==> src/rtl/gdbd_pkg.sv <==
// Shared types, constants and register codes of the grid box decode.
// No dependencies.
`default_nettype none
package gdbd_pkg;

  localparam int GRID_COLS   = 64;
  localparam int GRID_ROWS   = 64;
  localparam int CLASS_COUNT = 4;

  localparam int ADDR_W = 5;
  localparam int DATA_W = 32;

  localparam logic [15:0] RST_CONF_THR = 16'd26214;
  localparam logic [6:0]  RST_STRIDE_H = 7'd16;
  localparam logic [6:0]  RST_STRIDE_V = 7'd16;
  localparam logic [15:0] RST_GAIN_H   = 16'd8960;
  localparam logic [15:0] RST_GAIN_V   = 16'd8960;
  localparam logic [9:0]  RST_MAX_COL  = 10'd959;
  localparam logic [9:0]  RST_MAX_ROW  = 10'd543;

  // 4.0 pixels in Q.8
  localparam logic signed [18:0] MIN_SIZE_Q8 = 19'sd1024;

  typedef enum logic [2:0] {
    REG_CONF_THR = 3'd0,
    REG_STRIDE_H = 3'd1,
    REG_STRIDE_V = 3'd2,
    REG_GAIN_H   = 3'd3,
    REG_GAIN_V   = 3'd4,
    REG_MAX_COL  = 3'd5,
    REG_MAX_ROW  = 3'd6
  } reg_idx_t;

  typedef struct packed {
    logic [15:0] conf_thr;
    logic [6:0]  stride_h;
    logic [6:0]  stride_v;
    logic [15:0] gain_h;
    logic [15:0] gain_v;
    logic [9:0]  max_col;
    logic [9:0]  max_row;
  } cfg_t;

  typedef struct packed {
    logic [5:0]         cell_col;
    logic [5:0]         cell_row;
    logic [1:0]         class_index;
    logic [15:0]        score;
    logic signed [15:0] left_offset;
    logic signed [15:0] top_offset;
    logic signed [15:0] right_offset;
    logic signed [15:0] bottom_offset;
  } cell_t;

  typedef struct packed {
    logic [9:0]  box_left;
    logic [9:0]  box_top;
    logic [9:0]  box_width;
    logic [9:0]  box_height;
    logic [15:0] box_score;
    logic [1:0]  box_class;
  } box_t;

endpackage
`default_nettype wire

==> src/rtl/gdbd_cfg.sv <==
// APB-style configuration register bank of the grid box decode.
// Depends on gdbd_pkg.
`default_nettype none
module gdbd_cfg (
  input  wire logic                         clk,
  input  wire logic                         rst_n,
  input  wire logic                         psel,
  input  wire logic                         penable,
  input  wire logic                         pwrite,
  input  wire logic [gdbd_pkg::ADDR_W-1:0]  paddr,
  input  wire logic [gdbd_pkg::DATA_W-1:0]  pwdata,
  output logic      [gdbd_pkg::DATA_W-1:0]  prdata,
  output logic                              pready,
  output gdbd_pkg::cfg_t                    cfg
);
  import gdbd_pkg::*;

  cfg_t     cfg_r;
  cfg_t     cfg_nxt;
  reg_idx_t idx;
  logic     wr_en;

  assign idx    = reg_idx_t'(paddr[ADDR_W-1:2]);
  assign wr_en  = psel & penable & pwrite;
  assign pready = 1'b1;
  assign cfg    = cfg_r;

  always_comb begin
    cfg_nxt = cfg_r;
    if (wr_en) begin
      case (idx)
        REG_CONF_THR: cfg_nxt.conf_thr = pwdata[15:0];
        REG_STRIDE_H: cfg_nxt.stride_h = pwdata[6:0];
        REG_STRIDE_V: cfg_nxt.stride_v = pwdata[6:0];
        REG_GAIN_H:   cfg_nxt.gain_h   = pwdata[15:0];
        REG_GAIN_V:   cfg_nxt.gain_v   = pwdata[15:0];
        REG_MAX_COL:  cfg_nxt.max_col  = pwdata[9:0];
        REG_MAX_ROW:  cfg_nxt.max_row  = pwdata[9:0];
        default:      cfg_nxt = cfg_r;
      endcase
    end
  end

  always_comb begin
    case (idx)
      REG_CONF_THR: prdata = {16'd0, cfg_r.conf_thr};
      REG_STRIDE_H: prdata = {25'd0, cfg_r.stride_h};
      REG_STRIDE_V: prdata = {25'd0, cfg_r.stride_v};
      REG_GAIN_H:   prdata = {16'd0, cfg_r.gain_h};
      REG_GAIN_V:   prdata = {16'd0, cfg_r.gain_v};
      REG_MAX_COL:  prdata = {22'd0, cfg_r.max_col};
      REG_MAX_ROW:  prdata = {22'd0, cfg_r.max_row};
      default:      prdata = '0;
    endcase
  end

  always_ff @(posedge clk) begin
    if (!rst_n) begin
      cfg_r.conf_thr <= RST_CONF_THR;
      cfg_r.stride_h <= RST_STRIDE_H;
      cfg_r.stride_v <= RST_STRIDE_V;
      cfg_r.gain_h   <= RST_GAIN_H;
      cfg_r.gain_v   <= RST_GAIN_V;
      cfg_r.max_col  <= RST_MAX_COL;
      cfg_r.max_row  <= RST_MAX_ROW;
    end else begin
      cfg_r <= cfg_nxt;
    end
  end

endmodule
`default_nettype wire

==> config.mk <==
export PLATFORM = sky130hd
export DESIGN_NAME = gdbd_cfg
export DESIGN_NICKNAME = d
export VERILOG_FILES = /design/src/rtl/gdbd_pkg.sv /design/src/rtl/gdbd_cfg.sv
export SDC_FILE = /design/constraint.sdc
export NUM_CORES = 1
export LEC_CHECK = 0
export ABC_CLOCK_PERIOD_IN_PS = 3000
export BUFFER_PORTS_ARGS = -buffer_cell sky130_fd_sc_hd__buf_4
export CELL_PAD_IN_SITES_DETAIL_PLACEMENT = 1
export CELL_PAD_IN_SITES_GLOBAL_PLACEMENT = 2
export CORE_ASPECT_RATIO = 0.7
export CORE_MARGIN = 10
export CORE_UTILIZATION = 30
export CTS_CLUSTER_SIZE = 14
export DETAILED_ROUTE_END_ITERATION = 8
export PLACE_DENSITY = 0.86
export SYNTH_ARGS = -nofsm -noshare
export SYNTH_HDL_FRONTEND = slang
export SYNTH_SLANG_ARGS = --single-unit
==> constraint.sdc <==
create_clock -name clk -period 3 [get_ports clk]
set_clock_uncertainty 0.05 [all_clocks]
set_input_delay 0.15 -clock clk [delete_from_list [all_inputs] [get_ports clk]]
set_output_delay 0.15 -clock clk [all_outputs]
set_load 0.02 [all_outputs]
# Yosys cells after proc, flatten, opt, wreduce, memory -nomap -nowiden
# Cells that the tools add are included.
# word_totals
regBits,82
latch_bits,0
ramBits,0
rom_bits,0
in_bits,42
output_inout_bits,115
elab_cells,24
memories,0
# classes
addsub,0
n_mul,0
div_mod_pow,0
magnitude_cmp,0
n_eq_ne,6
shifts,0
mux,1
n_bitwise,2
reduce_logical,8
# op_table
operator,count
case mux 16 bit (7 select lines),1
AND reduction 2 bit,7
"equality test 3 bit, second input constant",3
"equality test 3 x 2 -> 1 bit, second input constant",2
"equality test 3 x 1 -> 1 bit, second input constant",1
logical NOT 3 bit,1
bitwise AND 1 bit,2

# Longest topological paths before layout
# Gate-level depths: netlist of the first run.
# depth
depth_word,3
depth_mapped,7
depth_no_buf,3

# Worst setup path after synthesis of the first run
# No wires, ideal clock.
# synth_timing
kind,reg2out
from,reg cfg_r (netlist bit cfg[37])
to,out prdata[1] (netlist bit)
arrival_ns,1.365
required_ns,2.800
setup_slack_ns,1.435
path_stages_with_launch,4
path_buffers,0
cell_sequence,dfxtp_1 > mux2i_1 > o221a_2 > a221oi_1
# synth_via
elab_chain_cells,1
# synth_rtl
element,line_no,source
"start, declared",gdbd_cfg.sv:18,cfg_t cfg_r;
"start signal, assigned",gdbd_cfg.sv:67,cfg_r <= cfg_nxt;
case mux 16 bit (7 select lines),gdbd_cfg.sv:45,case (idx)
"end, declared",gdbd_cfg.sv:12,"output logic [gdbd_pkg::DATA_W-1:0] prdata,"
# Every way passes these cells.

# Final worst setup path of the first run
# layout_timing
from,in paddr[4] (netlist bit)
to,out prdata[15] (netlist bit)
# layout_via
elab_chain_cells,2
elab_cells_between_ends,8
classes_between,eq/ne (6); mux (1); reduce/logical (1)
# layout_rtl
element,line_no,source
"start, declared",gdbd_cfg.sv:10,"input wire logic [gdbd_pkg::ADDR_W-1:0] paddr,"
equality test 3 bit (tied with other cells),gdbd_cfg.sv:45,
case mux 16 bit (7 select lines) (*),gdbd_cfg.sv:45,
# Mark *: on every way between the ends. The rest lies on a longest branch, timed or not.

==> impl_metrics.yaml, run 1 <==
run_status:
  outcome: "complete, no violations"
drt:
  drc: 0
  vias_per_cell: 5.27
  drtIter0Drc: 176
  dr.pass1.iters: 4
  vias: 3592
  drtAntennaViolNets: 0
  drt-total-wl_mm: 15.0
  wire_per_inst_um: 22.0
clock_network:
  ctsHoldBuffers: 7
  cts_setup_buffers: 0
  cts.path.max_buffers: 2
  cts_root_buf: "clkbuf_16"
  cts.sinks: 82
  tritoncts: "built"
  cts_buffers: 9
  h-tree-depth: 3
  clk_latency_ns: 0.33
  cts_resized: 0
  clk_pin_slew_ns: 0.06
setup_path:
  cp_max_fo: 37
  critPathMaxStageDelay_ns: 0.69
  path_class: "input port to output pin"
  worst_path_most_repeated_cell: "buf_4"
  start_kind: "input port"
  path_buf_inv: 4
  cp.required_ns: 2.80
  slowest_stage: "nor3_1"
  regToRegSetupSlack_ns: 2.09
  crit_family: "buffers and inverters"
  cp.arrival_ns: 2.05
  end_kind: "output pin"
  crit_chain: "buf_4, inv_1, nor3_1, buf_4, o2bb2ai_1, buf_4"
grt:
  globalRouteTotalUtil_pct: 16.0
  grt_max_degree: 52
  grt_pass1_vias: 3851
  grt.overflow.total: 0
  antenna_found_initial: 0
  grt_first_pass_wirelength_mm: 22.6
layout:
  largest_reg_flops: 82
  diodes: 0
  drive_gt1_share_pct: 30.0
  multi_input_area_sq_mm: 0.00198
  area_growth_pct: 30.5
  area.sequential_sq_mm: 0.00164
  final_cell_area_sq_mm: 0.00516
  fin_util_pct: 40.8
  fillCellCount: 1454
  nNetsFinal: 557
floorplanning:
  die_width_um: 157
  num_rows: 34
  die_area_sq_mm: 0.0182
  ioPinCount: 157
  start_util_pct: 31.3
  core_sq_mm: 0.0126
  die_y_um: 116
logic_synthesis:
  yosys_warnings: 0
  netlist.area_leader.share_pct: 41.5
  seq_area_frac_synth_pct: 41.5
  synth_area_leaders: "dfxtp_1 (42%), mux2i_1 (17%), nand2_1 (6.3%)"
  synthTopCellsByCount: "dfxtp_1 (82), mux2i_1 (68), nand2_1 (66), o21ai_0 (22), buf_4 (20)"
  netlist_area_sq_mm: 0.00395
  synth_cells: 409
  ys.flop_type: "dfxtp_1"
  ys_ff_latch: 82
  synthArstFlopShare_pct: 0
  yosysMostFrequentCell: "dfxtp_1"
  synth-edff-count: 0
  yosys.area.top_type: "dfxtp_1"
  ys_types: 41
  syn_area_per_cell_sq_um: 9.66
sta:
  rsz0062_at_grt: "no"
  relSlewSlack_pct: 47.1
  slew_violations: 0
  hold_viol_final: 0
  finalCritPeriodShare_pct: 74.9
  setup_viol: 0
  worst_pin_slew_ns: 0.787
  finalCriticalPeriod_ns: 2.25
  fin_tns_setup_ns: 0
  worst_slack_ns: 0.753
  fmax_mhz: 445
worst_hold_path:
  min_path_type: "input port to register"
pwr:
  leakage_nw: 2.35
  peakVddDrop_mv: 0.285
  p_per_area_mw_per_mm2: 471
run:
  drv_cap: 0
placed_design:
  numPortBuffers: 121
  dp_hpwl_mm: 11.0
  post-place-ws_ns: 0.863
  placed_cell_area_sq_mm: 0.00482
  gp_congestion: 0.782
## cell families after synthesis
logic type,synth area share [%]
DFF,41.5
and+or+nand+nor,11.2
AOI/OAI and AO/OA,18.6
buffers and inverters,9.88
muxes,18.6
other,0.190
## stage by stage
| stage | hold slack (ns) | cells | power (mW) |
|---|---|---|---|
| after floorplan | 0.218 | 424 | 1.33 |
| after global placement | 0.315 | 659 | 1.42 |
| after detailed placement | 0.320 | 659 | 1.42 |
| after CTS | 0.0109 | 682 | 2.45 |
| after global routing | 0.0156 | 682 | 2.52 |
| final | 0.0240 | 682 | 2.43 |
## path summary, 6_finish.rpt
| path | start | to | cells past startpoint |
|---|---|---|---|
| min reg2reg | cfg[54] | cfg[54] | 2 |
| max | paddr[4] | prdata[15] | 6 |
| max reg2reg | cfg[75] | cfg[75] | 2 |
| min | pwdata[1] | cfg[67] | 2 |
## where the power goes
group | switching, mW | total, mW | internal [mW]
Sequential | 0.0101 | 1.11 | 1.10
Clock | 0.442 | 1.02 | 0.579
Combinational | 0.190 | 0.297 | 0.107
## cells in the final DEF (no fill, tap or decap), drive strengths merged, types with 2 or more instances in the layout
cell type and n:
o31a 8, o2bb2ai 7, o21ai 22, nor2b 3, a211o 8, inv 16
o221a 4, mux2 3, nor2 5, or2 3, nand2 66, and3 2
nor3 2, a221oi 7, a22oi 6, clkinv 4, mux2i 68, o311ai 4
dfxtp 82, a21oi 3, a2bb2oi 3, clkbuf 11, clkinvlp 2, a221o 6
conb 17, buf 124, dlygate4sd3 7, or3 2, o211ai 18
## layout make-up
class	instances	area share [%]
Multi-Input combinational cell	274	38.3
Timing Repair Buffer	131	19.4
Clock inverter	5	0.582
Clock buffer	11	4.71
Sequential cell	82	31.8
Inverter	17	1.24
Tap cell	162	3.93
## routing by layer
metal | share of wire (%) | GRT usage, %
met1 | 45 | 20.0
met2 | 46 | 26.0
met3 | 7.9 | 5.52
met4 | 1.0 | 4.10
met5 | 0 | 0
Note: power is estimated with default switching activity, not from simulation.
==> inputs of run 2 (changes only) <==
- ABC_CLOCK_PERIOD_IN_PS: 3000 -> 1890
- CORE_UTILIZATION: 30 -> 25
- PLACE_DENSITY: 0.86 -> 0.77
- clock period: 3 -> 1.89 ns (I/O delays scaled with it)
==> impl_metrics.yaml, run 2 (synthesized netlist as in run 1, its figures left out) <==
grt:
  globalRouteTotalUtil_pct: 14.0
  grt_max_degree: 48
  grt.overflow.total: 0
  grt_first_pass_wirelength_mm: 23.4
  antenna_found_initial: 0
  grt_pass1_vias: 3927
drt:
  vias_per_cell: 4.84
  drt-total-wl_mm: 15.3
  wire_per_inst_um: 20.8
  drtIter0Drc: 196
  vias: 3557
  drtAntennaViolNets: 0
  drc: 0
  dr.pass1.iters: 4
layout:
  area_growth_pct: 36.3
  drive_gt1_share_pct: 32.5
  fillCellCount: 1791
  nNetsFinal: 572
  layout_common_cells: "buf_4 (132), dfxtp_1 (79), mux2i_1 (68), nand2_1 (66), o21ai_0 (22)"
  largest_reg_flops: 82
  diodes: 0
  final_common_cell: "buf_4"
sta:
  hold_viol_final: 0
  slew_violations: 0
  relSlewSlack_pct: 59.8
  fmax_mhz: 536
  fin_tns_setup_ns: 0
  setup_viol: 0
  finalCriticalPeriod_ns: 1.87
  worst_pin_slew_ns: 0.603
  finalCritPeriodShare_pct: 98.8
  rsz0062_at_grt: "yes"
run:
  drv_cap: 0
setup_path:
  cp.required_ns: 1.75
  cp.arrival_ns: 1.72
  start_kind: "register"
  end_kind: "output pin"
  critPathLaunch: "cfg[56]"
  r2r-start: "cfg[71]"
  cp_max_fo: 3
  path_class: "register to output pin"
clock_network:
  cts.path.max_buffers: 2
  cts.sinks: 82
  tritoncts: "built"
  cts_buffers: 9
  cts_root_buf: "clkbuf_16"
  clk_latency_ns: 0.34
  h-tree-depth: 3
  clk_pin_slew_ns: 0.07
floorplanning:
  core_sq_mm: 0.0155
  die_area_sq_mm: 0.0213
  die_y_um: 125
  start_util_pct: 25.5
  die_width_um: 170
  num_rows: 38
  ioPinCount: 157
worst_hold_path:
  min_path_type: "input port to register"
  hp-start: "pwdata[12]"
pwr:
  peakVddDrop_mv: 0.412
  p_per_area_mw_per_mm2: 728
  leakage_nw: 2.44
  power_mw: 3.92
placed_design:
  numPortBuffers: 121
  gp_congestion: 0.786
  dp_hpwl_mm: 11.8
run_status:
  outcome: "complete, no violations"
[run 2: metrics by stage]
step	worst slack, ns	hold slack [ns]	cell area [sq um]	util (%)	instances
final	0.0226	0.00995	5390	34.8	735
after global routing	-0.0305	0.0309	5390	34.8	735
after CTS	0.00296	0.00438	5370	34.7	735
after detailed placement	0.201	0.267	5000	32.2	710
after global placement	0.181	0.261	5000	32.2	710
after floorplan	0.380	0.162	4010	-	424
[run 2: final timing paths]
path | end | slack [ns] | depth (start not counted)
max | prdata[4] | 0.02 | 4
min | cfg[48] | 0.01 | 3
max reg2reg | cfg[71] | 0.98 | 2
min reg2reg | cfg[42] | 0.43 | 2
[run 2: where the power goes]
part	leakage [nW]	switching (mW)	internal (mW)	total, mW
Combinational	1.64	0.311	0.195	0.505
Sequential	0.662	0.0157	1.74	1.76
Clock	0.134	0.731	0.925	1.66
[run 2: routing by layer]
layer / share of wire [%] / GRT usage (%) / routed length, um
met4: 0.63 / 3.09 / 97
met5: 0 / 0 / 0
met3: 7.9 / 4.97 / 1210
met1: 47 / 17.9 / 7160
met2: 45 / 22.2 / 6850
[run 2: timing repair]
| action | 4_1_cts | 5_1_grt |
|---|---|---|
| endpoints found under the setup margin | 1 | 3 |
| setup buffers | 0 | 0 |
| pin swaps | 1 | 1 |
| hold buffers | 9 | 0 |
| cloned | 0 | 0 |
| endpoints found under the hold margin | 10 | 0 |
| resized for setup | 1 | 5 |
[run 2: area by class of cell]
class / count / area, sq um / share of cell area (%)
multi-input combinational: 274 / 1980 / 36.8
tap: 200 / 250 / 4.64
clock inverter: 6 / 42.5 / 0.790
inverter: 17 / 63.8 / 1.18
timing repair buffer: 146 / 1160 / 21.6
clock buffer: 10 / 239 / 4.44
sequential: 82 / 1650 / 30.5
[run 2: worst max-delay path: stages, from the launching register on]
cell,delay [ns]
dfxtp_2,0.34
mux2_2,0.27
a221o_1,0.29
a221o_1,0.34
buf_6,0.14
